`src/hdl/sss_pkg.sv`:
```
// Shared types and constants for the shooter servo sequencer.
// Used by shooter_servo_sequencer_unit and its testbench; no other dependencies.
`default_nettype none

package sss_pkg;

    // Field widths
    localparam int unsigned PhaseW   = 10;
    localparam int unsigned BurstW   = 6;
    localparam int unsigned WheelW   = 11;
    localparam int unsigned GateW    = 12;
    localparam int unsigned FeederW  = 11;
    localparam int unsigned ReloadW  = 10;
    localparam int unsigned LaunchW  = 11;
    localparam int unsigned CfgIdxW  = 3;
    localparam int unsigned CfgDataW = 11;
    localparam int unsigned InDataW  = 8;   // six switch bits, padded to a byte
    localparam int unsigned OutDataW = 72;  // 67 bits of result, padded

    // Configuration register indexes
    typedef enum logic [CfgIdxW-1:0] {
        CFG_FIRE_PHASE_END   = 3'd0,
        CFG_HOLD_PHASE_END   = 3'd1,
        CFG_RELOAD_PHASE_END = 3'd2,
        CFG_SETTLE_PHASE_END = 3'd3,
        CFG_BURST_PERIOD     = 3'd4,
        CFG_BURST_ON_TICKS   = 3'd5,
        CFG_SMALL_WHEEL_RUN  = 3'd6,
        CFG_BIG_WHEEL_RUN    = 3'd7
    } cfg_index_t;

    // Register defaults
    localparam logic [PhaseW-1:0] FIRE_PHASE_END_RST   = 10'd25;
    localparam logic [PhaseW-1:0] HOLD_PHASE_END_RST   = 10'd50;
    localparam logic [PhaseW-1:0] RELOAD_PHASE_END_RST = 10'd80;
    localparam logic [PhaseW-1:0] SETTLE_PHASE_END_RST = 10'd105;
    localparam logic [BurstW-1:0] BURST_PERIOD_RST     = 6'd18;
    localparam logic [BurstW-1:0] BURST_ON_TICKS_RST   = 6'd10;
    localparam logic [WheelW-1:0] SMALL_WHEEL_RUN_RST  = 11'd2000;
    localparam logic [WheelW-1:0] BIG_WHEEL_RUN_RST    = 11'd1300;

    // PWM compare values
    localparam logic [WheelW-1:0]  PWM_MIN        = 11'd1000;
    localparam logic [WheelW-1:0]  PWM_MAX        = 11'd2000;
    localparam logic [GateW-1:0]   GATE_SMALL     = 12'd1000;
    localparam logic [GateW-1:0]   GATE_BIG       = 12'd2400;
    localparam logic [GateW-1:0]   GATE_RST       = 12'd1500;
    localparam logic [FeederW-1:0] FEEDER_IDLE    = 11'd1000;
    localparam logic [FeederW-1:0] FEEDER_FAST    = 11'd1150;
    localparam logic [ReloadW-1:0] RELOAD_REST    = 10'd700;
    localparam logic [ReloadW-1:0] RELOAD_PUSH    = 10'd1000;
    localparam logic [LaunchW-1:0] LAUNCH_RELEASE = 11'd1500;
    localparam logic [LaunchW-1:0] LAUNCH_HOLD    = 11'd2000;

    // Shot counter fold
    localparam logic [PhaseW-1:0] SHOT_WRAP = 10'd1000;
    localparam logic [PhaseW-1:0] SHOT_FOLD = 10'd500;

    typedef struct packed {
        logic fire_switch;
        logic feed_burst_switch;
        logic feed_idle_switch;
        logic run_big_switch;
        logic run_small_switch;
        logic stop_switch;
    } tick_t;

    typedef struct packed {
        logic               shot_ready;
        logic [LaunchW-1:0] launch_servo_pwm;
        logic [ReloadW-1:0] reload_servo_pwm;
        logic [FeederW-1:0] feeder_pwm;
        logic [GateW-1:0]   gate_pwm;
        logic [WheelW-1:0]  big_wheel_pwm;
        logic [WheelW-1:0]  small_wheel_pwm;
    } result_t;

    function automatic logic [WheelW-1:0] clamp_pwm(input logic [WheelW-1:0] v);
        logic [WheelW-1:0] r;
        r = v;
        if (v < PWM_MIN)
            r = PWM_MIN;
        else if (v > PWM_MAX)
            r = PWM_MAX;
        return r;
    endfunction

endpackage

`default_nettype wire

```
`src/hdl/shooter_servo_sequencer_unit.sv`:
```
// Shooter servo sequencer top level: mode, feeder and shot-phase logic.
// Depends on sss_pkg for types, register indexes and PWM constants.
`default_nettype none

// Usage
// -----
// Input stream (s_axis_*): one beat is one control tick carrying six switch
// bits. Output stream (m_axis_*): one beat per input beat with the six held
// PWM compare values and the shot ready flag, after that tick's update.
// Config port (cfg_we/cfg_index/cfg_data): writes one of eight registers per
// clock, no back-pressure and no read-back; write only while the block is
// idle. All eight indexes are mapped.
// Output: an accepted beat is registered into the output register at the
// accepting edge. Throughput: one beat per clock while m_axis_tready drains
// the output; the whole tick update is a single level of compare/increment
// logic between the state registers and the output register.
// Reset: all state registers take their defaults; ready is low, so one shot
// sequence runs by itself over the first ticks. No output beat is pending.
// Stall: when m_axis_tready is low and a beat is held, s_axis_tready drops;
// while the output register is empty or being drained, input beats flow on
// every cycle.
module shooter_servo_sequencer_unit (
    input  wire                           clk,
    input  wire                           rst_n,
    // [0] stop_switch, [1] run_small_switch, [2] run_big_switch,
    // [3] feed_idle_switch, [4] feed_burst_switch, [5] fire_switch, [7:6] zero
    input  wire  [sss_pkg::InDataW-1:0]   s_axis_tdata,
    input  wire                           s_axis_tvalid,
    output logic                          s_axis_tready,
    // [10:0] small_wheel_pwm, [21:11] big_wheel_pwm, [33:22] gate_pwm,
    // [44:34] feeder_pwm, [54:45] reload_servo_pwm, [65:55] launch_servo_pwm,
    // [66] shot_ready, [71:67] zero
    output logic [sss_pkg::OutDataW-1:0]  m_axis_tdata,
    output logic                          m_axis_tvalid,
    input  wire                           m_axis_tready,
    input  wire                           cfg_we,
    input  wire  [sss_pkg::CfgIdxW-1:0]   cfg_index,
    input  wire  [sss_pkg::CfgDataW-1:0]  cfg_data
);
    import sss_pkg::*;

    // Configuration registers
    logic [PhaseW-1:0] fire_phase_end_reg, hold_phase_end_reg;
    logic [PhaseW-1:0] reload_phase_end_reg, settle_phase_end_reg;
    logic [BurstW-1:0] burst_period_reg, burst_on_ticks_reg;
    logic [WheelW-1:0] small_wheel_run_reg, big_wheel_run_reg;

    // Tick state
    logic               wheels_on_reg, wheels_on_next;
    logic [BurstW-1:0]  burst_count_reg, burst_count_next;
    logic [PhaseW-1:0]  shot_count_reg, shot_count_next;
    logic               ready_flag_reg, ready_flag_next;
    logic [WheelW-1:0]  small_wheel_hold_reg, small_wheel_hold_next;
    logic [WheelW-1:0]  big_wheel_hold_reg, big_wheel_hold_next;
    logic [GateW-1:0]   gate_hold_reg, gate_hold_next;
    logic [FeederW-1:0] feeder_hold_reg, feeder_hold_next;
    logic [ReloadW-1:0] reload_hold_reg, reload_hold_next;
    logic [LaunchW-1:0] launch_hold_reg, launch_hold_next;

    // Output stage
    logic                m_valid_reg;
    logic [OutDataW-1:0] m_data_reg;

    tick_t              tick;
    result_t            result;
    logic               in_beat;
    logic [BurstW:0]    burst_inc;
    logic [PhaseW-1:0]  shot_inc;
    logic               wheels_tmp;

    assign tick          = tick_t'(s_axis_tdata[$bits(tick_t)-1:0]);
    assign s_axis_tready = !m_valid_reg || m_axis_tready;
    assign in_beat       = s_axis_tvalid && s_axis_tready;
    assign m_axis_tvalid = m_valid_reg;
    assign m_axis_tdata  = m_data_reg;

    // ---------------- config writes ----------------
    always_ff @(posedge clk or negedge rst_n)
    begin
        if (!rst_n)
        begin
            fire_phase_end_reg   <= FIRE_PHASE_END_RST;
            hold_phase_end_reg   <= HOLD_PHASE_END_RST;
            reload_phase_end_reg <= RELOAD_PHASE_END_RST;
            settle_phase_end_reg <= SETTLE_PHASE_END_RST;
            burst_period_reg     <= BURST_PERIOD_RST;
            burst_on_ticks_reg   <= BURST_ON_TICKS_RST;
            small_wheel_run_reg  <= SMALL_WHEEL_RUN_RST;
            big_wheel_run_reg    <= BIG_WHEEL_RUN_RST;
        end
        else if (cfg_we)
        begin
            unique case (cfg_index_t'(cfg_index))
                CFG_FIRE_PHASE_END:   fire_phase_end_reg   <= cfg_data[PhaseW-1:0];
                CFG_HOLD_PHASE_END:   hold_phase_end_reg   <= cfg_data[PhaseW-1:0];
                CFG_RELOAD_PHASE_END: reload_phase_end_reg <= cfg_data[PhaseW-1:0];
                CFG_SETTLE_PHASE_END: settle_phase_end_reg <= cfg_data[PhaseW-1:0];
                CFG_BURST_PERIOD:     burst_period_reg     <= cfg_data[BurstW-1:0];
                CFG_BURST_ON_TICKS:   burst_on_ticks_reg   <= cfg_data[BurstW-1:0];
                CFG_SMALL_WHEEL_RUN:  small_wheel_run_reg  <= cfg_data[WheelW-1:0];
                CFG_BIG_WHEEL_RUN:    big_wheel_run_reg    <= cfg_data[WheelW-1:0];
                default: ;
            endcase
        end
    end

    // ---------------- tick update ----------------
    // Order within a tick: stop, run small, run big (last wins), feeder,
    // fire, then one step of the shot sequence.
    always_comb
    begin
        wheels_tmp            = wheels_on_reg;
        small_wheel_hold_next = small_wheel_hold_reg;
        big_wheel_hold_next   = big_wheel_hold_reg;
        gate_hold_next        = gate_hold_reg;
        burst_count_next      = burst_count_reg;
        feeder_hold_next      = feeder_hold_reg;
        shot_count_next       = shot_count_reg;
        ready_flag_next       = ready_flag_reg;
        reload_hold_next      = reload_hold_reg;
        launch_hold_next      = launch_hold_reg;
        burst_inc             = '0;
        shot_inc              = '0;

        if (tick.stop_switch)
        begin
            small_wheel_hold_next = PWM_MIN;
            big_wheel_hold_next   = PWM_MIN;
            gate_hold_next        = GATE_SMALL;
            wheels_tmp            = 1'b0;
        end
        if (tick.run_small_switch || tick.run_big_switch)
        begin
            small_wheel_hold_next = clamp_pwm(small_wheel_run_reg);
            big_wheel_hold_next   = clamp_pwm(big_wheel_run_reg);
            gate_hold_next        = tick.run_big_switch ? GATE_BIG : GATE_SMALL;
            wheels_tmp            = 1'b1;
        end
        wheels_on_next = wheels_tmp;

        // Feeder: idle clears, burst advances the count (wheels running only)
        if (tick.feed_idle_switch)
        begin
            feeder_hold_next = FEEDER_IDLE;
            burst_count_next = '0;
        end
        if (tick.feed_burst_switch && wheels_tmp)
        begin
            burst_inc = {1'b0, burst_count_next} + {{BurstW{1'b0}}, 1'b1};
            if (burst_inc > {1'b0, burst_period_reg})
                burst_count_next = '0;
            else
                burst_count_next = burst_inc[BurstW-1:0];
            feeder_hold_next = (burst_count_next < burst_on_ticks_reg) ?
                               FEEDER_FAST : FEEDER_IDLE;
        end

        // Fire restarts the sequence
        if (tick.fire_switch && wheels_tmp && ready_flag_reg)
        begin
            shot_count_next = '0;
            ready_flag_next = 1'b0;
        end

        // Shot sequence: count ticks, phase ends are checked in list order
        if (!ready_flag_next)
        begin
            shot_inc = shot_count_next + {{(PhaseW-1){1'b0}}, 1'b1};
            if (shot_inc >= SHOT_WRAP)
                shot_inc = SHOT_FOLD;
            shot_count_next = shot_inc;
            priority if (shot_inc < fire_phase_end_reg)
            begin
                reload_hold_next = RELOAD_REST;
                launch_hold_next = LAUNCH_RELEASE;
            end
            else if (shot_inc < hold_phase_end_reg)
            begin
                reload_hold_next = RELOAD_REST;
                launch_hold_next = LAUNCH_HOLD;
            end
            else if (shot_inc < reload_phase_end_reg)
            begin
                reload_hold_next = RELOAD_PUSH;
                launch_hold_next = LAUNCH_HOLD;
            end
            else if (shot_inc < settle_phase_end_reg)
            begin
                reload_hold_next = RELOAD_REST;
                launch_hold_next = LAUNCH_HOLD;
            end
            else
            begin
                ready_flag_next = 1'b1;
            end
        end

        result.small_wheel_pwm  = small_wheel_hold_next;
        result.big_wheel_pwm    = big_wheel_hold_next;
        result.gate_pwm         = gate_hold_next;
        result.feeder_pwm       = feeder_hold_next;
        result.reload_servo_pwm = reload_hold_next;
        result.launch_servo_pwm = launch_hold_next;
        result.shot_ready       = ready_flag_next;
    end

    // ---------------- state registers ----------------
    always_ff @(posedge clk or negedge rst_n)
    begin
        if (!rst_n)
        begin
            wheels_on_reg        <= 1'b0;
            burst_count_reg      <= '0;
            shot_count_reg       <= '0;
            ready_flag_reg       <= 1'b0;
            small_wheel_hold_reg <= PWM_MIN;
            big_wheel_hold_reg   <= PWM_MIN;
            gate_hold_reg        <= GATE_RST;
            feeder_hold_reg      <= FEEDER_IDLE;
            reload_hold_reg      <= RELOAD_PUSH;
            launch_hold_reg      <= LAUNCH_HOLD;
        end
        else if (in_beat)
        begin
            wheels_on_reg        <= wheels_on_next;
            burst_count_reg      <= burst_count_next;
            shot_count_reg       <= shot_count_next;
            ready_flag_reg       <= ready_flag_next;
            small_wheel_hold_reg <= small_wheel_hold_next;
            big_wheel_hold_reg   <= big_wheel_hold_next;
            gate_hold_reg        <= gate_hold_next;
            feeder_hold_reg      <= feeder_hold_next;
            reload_hold_reg      <= reload_hold_next;
            launch_hold_reg      <= launch_hold_next;
        end
    end

    // ---------------- output register ----------------
    always_ff @(posedge clk or negedge rst_n)
    begin
        if (!rst_n)
            m_valid_reg <= 1'b0;
        else if (in_beat)
            m_valid_reg <= 1'b1;
        else if (m_axis_tready)
            m_valid_reg <= 1'b0;
    end

    always_ff @(posedge clk)
    begin
        if (in_beat)
            m_data_reg <= {{(OutDataW-$bits(result_t)){1'b0}}, result};
    end

    // ---------------- assertions ----------------
    // Shot counter folds before it reaches the wrap value
    a_shot_range: assert property (@(posedge clk) disable iff (!rst_n)
        shot_count_reg < SHOT_WRAP)
        else $error("shot counter out of range");

    // While a sequence runs, every tick moves the counter
    a_shot_moves: assert property (@(posedge clk) disable iff (!rst_n)
        in_beat && !ready_flag_reg |=> shot_count_reg != $past(shot_count_reg))
        else $error("shot counter stuck while not ready");

    // Ready holds, and the shot counter and launch servo stay put, unless a fire comes in
    a_ready_holds: assert property (@(posedge clk) disable iff (!rst_n)
        in_beat && ready_flag_reg && !tick.fire_switch |=>
            ready_flag_reg && $stable(shot_count_reg) && $stable(launch_hold_reg))
        else $error("ready state disturbed without fire");

    // Gate only ever holds one of its three positions
    a_gate_pos: assert property (@(posedge clk) disable iff (!rst_n)
        gate_hold_reg == GATE_SMALL || gate_hold_reg == GATE_BIG ||
        gate_hold_reg == GATE_RST)
        else $error("gate compare value invalid");

    // Output ready bit reflects the state after the accepted tick
    a_out_match: assert property (@(posedge clk) disable iff (!rst_n)
        in_beat |=> m_axis_tdata[$bits(result_t)-1] == ready_flag_reg)
        else $error("output ready bit disagrees with state");

endmodule

`default_nettype wire

```
`config.mk`:
```
export PLATFORM = sky130hd
export DESIGN_NAME = shooter_servo_sequencer_unit
export DESIGN_NICKNAME = d
export VERILOG_FILES = /design/src/hdl/sss_pkg.sv /design/src/hdl/shooter_servo_sequencer_unit.sv
export SDC_FILE = /design/constraint.sdc
export NUM_CORES = 1
export LEC_CHECK = 0
export ABC_AREA = 1
export BUFFER_PORTS_ARGS = -buffer_cell sky130_fd_sc_hd__buf_2
export CAP_MARGIN = 20
export CELL_PAD_IN_SITES_DETAIL_PLACEMENT = 1
export CELL_PAD_IN_SITES_GLOBAL_PLACEMENT = 1
export CORE_UTILIZATION = 32
export DETAILED_ROUTE_END_ITERATION = 8
export HOLD_SLACK_MARGIN = 0.12
export PLACE_DENSITY_LB_ADDON = 0.12
export SETUP_SLACK_MARGIN = 0.2
export SYNTH_ARGS = -nofsm -noshare
export SYNTH_HDL_FRONTEND = slang
export SYNTH_SLANG_ARGS = --single-unit
```
`constraint.sdc`:
```
create_clock -name clk -period 3.8 [get_ports clk]
set_input_delay 0.38 -clock clk [delete_from_list [all_inputs] [get_ports clk]]
set_output_delay 0.38 -clock clk [all_outputs]
set_load 0.05 [all_outputs]
```
==> flow_metrics.py <==
metrics = {
    "pwr": {
        "seq_power_share_pct": 42.1,
        "p_switching_w": 0.002367,
        "power.density_nw_per_um2": 571.8,
        "p_clk_share_pct": 33.5,
        "peakVddDrop_mv": 0.3130,
        "swShare_pct": 31.77,
        "p_int_w": 0.005083,
        "combPwrFrac_pct": 24.5,
        "p_leak_nw": 6.002,
    },
    "floorplan": {
        "coreArea_um2": 31880,
        "fp.dieH_um": 182.7,
        "initial_core_util_pct": 32.79,
        "row_count": 65,
        "die_w_um": 182.7,
        "die_area_um2": 33390,
        "boundaryPins": 101,
    },
    "clocking": {
        "clockRootBuffer": "clkbuf_16",
        "cts.path.max_buffers": 3,
        "cts_buffers": 27,
        "htree_levels": 1,
        "cts_tree": "done",
        "cts.sink_count": 226,
        "clock_latency_ns": 0.53,
        "clk_pin_slew_ns": 0.06,
    },
    "synthesis": {
        "syn_area_per_cell_um2": 9.349,
        "synth_top_cell_area_share_pct": 22.98,
        "synthDistinctLibCells": 47,
        "synth-seq-cells": 226,
        "synth_edf_count": 67,
        "synthFlopType": "dfrtp_1",
        "synth_top_area_cell": "dfrtp_1",
        "synthTopCellsByArea": "dfrtp_1, edfxtp_1, dfstp_2",
        "seq_area_frac_synth_pct": 58.07,
        "netlist_area_um2": 10450,
        "synthCells": 1118,
        "async_reset_ff_share_pct": 70.35,
        "yosys_warnings": 0,
    },
    "route": {
        "route.final.wire_length_um": 25840,
        "detail_route.wl_per_cell_um": 14.91,
        "drcViolationCount": 0,
        "drtIter0Drc": 330,
        "vias": 7796,
        "drtAntennaViolNets": 0,
        "first_pass_iters": 4,
        "viasPerCell": 4.499,
    },
    "placed_design": {
        "place_area_um2": 11680,
        "dp_hpwl_um": 17780,
        "port_buffers": 93,
        "gp_congestion": 0.7714,
    },
    "worst_setup_path": {
        "slowest_delay_ns": 0.39,
        "cp_slowest_cell": "dfrtp_1",
        "worstSetupPathType": "flip-flop to flip-flop",
        "cp-end-kind": "flip-flop",
        "cp_top_family": "simple AND/OR/NAND/NOR gates",
        "critPathMaxFanout": 8,
        "crit_buf_inv": 4,
        "crit_arrival_ns": 3.82,
        "startpoint_type": "flip-flop",
        "crit_chain": "nand2_2 > nand2_4 > nand3_4 > nand3_2 > nor2_4 > nand2_2 > nor2_1 > nor2_1 > a21oi_2 > buf_4 > buf_4 > ha_1 > a21oi_1 > nor2_1 > a211oi_2 > nand3_2 > nand3_2 > nand2_4 > nand2_8 > buf_12 > nand2_8 > nand2_2 > inv_2",
        "required_ns": 4.23,
    },
    "sta": {
        "tightest_slew_ns": 0.9284,
        "hold_viol": 0,
        "finalSetupTns_ns": 0,
        "rsz0062_at_grt": "yes",
        "clock.fmax_ghz": 0.2951,
        "finalMaxSlewViolations": 0,
        "finalSetupViolations": 0,
        "min_period_ns": 3.389,
        "layout_worst_path_cycle_share_pct": 89.18,
        "finalClockSkew_ns": 0.009259,
        "slew_headroom_pct": 38.11,
    },
    "hold_path": {
        "hold_class": "input port to flip-flop",
    },
    "global_route": {
        "grt_max_degree": 93,
        "grt_pass1_vias": 7858,
        "track_usage_pct": 15.76,
        "grt_overflow": 0,
        "antenna_found_initial": 0,
        "grt_first_pass_wirelength_um": 41810,
    },
    "flow_run": {
        "drv_cap": 0,
    },
    "final_layout": {
        "fin_nets": 1349,
        "antenna_cells": 0,
        "final_area_um2": 13030,
        "area_growth_syn_to_layout_pct": 24.66,
        "largest_reg_flops": 67,
        "final_util_pct": 40.87,
        "layout-drive-gt1-share_pct": 26.12,
    },
    "status": {
        "outcome": "finished, final reports clean",
    },
}
path summary, 6_finish.rpt:
kind                                  start              endpoint  slack [ns]  cells past startpoint
setup / recovery              wheels_on_reg    reload_hold_reg[1]        0.41                     23
hold / removal              s_axis_tdata[0]         wheels_on_reg        0.19                      4
setup reg to reg              wheels_on_reg    reload_hold_reg[1]        0.41                     23
hold reg to reg            gate_hold_reg[5]      gate_hold_reg[5]        0.46                      2
max in group asynchronous             rst_n    reload_hold_reg[8]        2.37                      3
min in group asynchronous             rst_n  big_wheel_run_reg[6]        0.54                      2
per-layer routing:
layer	up-vias	GRT usage, %	wire length (um)
met1	3791	21.56	12320
li1	3889	-	-
met4	0	3.025	297
met5	-	0	0
met3	28	2.581	893
met2	88	26.38	12330
area by class of cell:
type / count / area (um^2)
Inverter: 198 / 753.2
Fill cell: 3732 / 18850
Timing Repair Buffer: 159 / 1059
Clock inverter: 9 / 70.07
Sequential cell: 226 / 6070
Tap cell: 435 / 544.3
Multi-Input combinational cell: 665 / 3746
Clock buffer: 41 / 788.3
per-stage QoR:
| step | power [W] | hold WS [ns] | instances | worst slack, ns |
|---|---|---|---|---|
| floorplan | 0.004310 | 0.08441 | 1122 | 0.6340 |
| global placement | 0.004821 | 0.4368 | 1655 | 0.002736 |
| detailed placement | 0.004880 | 0.4469 | 1656 | -0.04117 |
| CTS | 0.007451 | 0.1935 | 1719 | 0.2104 |
| global route | 0.007970 | 0.1959 | 1733 | 0.1624 |
| finish | 0.007451 | 0.1948 | 1733 | 0.4110 |
worst register-to-register path: cells and delay by family (launching register included):
kind            cells  cell delay (ns)
flops               1             0.39
fa+ha+maj           1             0.24
compound gates      3             0.61
simple gates       15             1.63
buf+inv             4             0.43
cell usage after synthesis (4+ instances only):
cell and count:
nand2_1 249, inv_1 195, o21ai_0 141, dfrtp_1 96, nor2_1 86, edfxtp_1 67
dfstp_2 63, ha_1 45, a21oi_1 35, clkbuf_1 25, nand3_1 18, o22ai_1 13
nor3_1 8, a211oi_1 6, a22oi_1 6, buf_4 5, nand2_2 5, nand4_1 5
nand2_4 4, nand3_2 4
placed cells by master, fill, tap and decap left out, types with 12 or more instances in the layout:
master         instances
a21oi_1               31
buf_2                 92
buf_4                 47
clkbuf_16             27
dfrtp_1               96
dfstp_2               63
dlygate4sd3_1         12
edfxtp_1              67
ha_1                  39
inv_1                185
nand2_1              231
nand2_2               23
nand3_1               16
nor2_1                73
o21ai_0              135
o22ai_1               13
logic make-up (layout without fill, tap and decap cells):
| kind of cell | after synthesis | count (layout) | share of synthesized area, % |
|---|---|---|---|
| AOI/OAI and AO/OA | 218 | 218 | 11.26 |
| buffers and inverters | 232 | 407 | 8.702 |
| other | 1 | 5 | 0.03588 |
| xor gates and xnor gates | 4 | 4 | 0.4071 |
| adders and majority gates | 45 | 45 | 5.387 |
| DFF | 226 | 226 | 58.07 |
| and+or+nand+nor | 392 | 393 | 16.14 |
timing repair:
action | in CTS | in global routing
pin swaps | 1 | 37
hold endpoints to repair | 69 | 0
endpoints found under the setup margin | 27 | 58
buffers inserted | 1 | 13
hold buffers | 12 | 0
resized for setup | 4 | 74
gates cloned | 0 | 1
power groups by stage:
stage	clock [W]	combinational, W	sequential [W]
final	0.00249	0.00182	0.00314
after global routing	0.00270	0.00209	0.00318
after CTS	0.00259	0.00173	0.00314
after detailed placement	0	0.00170	0.00318
after global placement	0	0.00166	0.00317
after floorplan	0	0.000973	0.00334
Note: power is estimated with default switching activity, not from simulation.
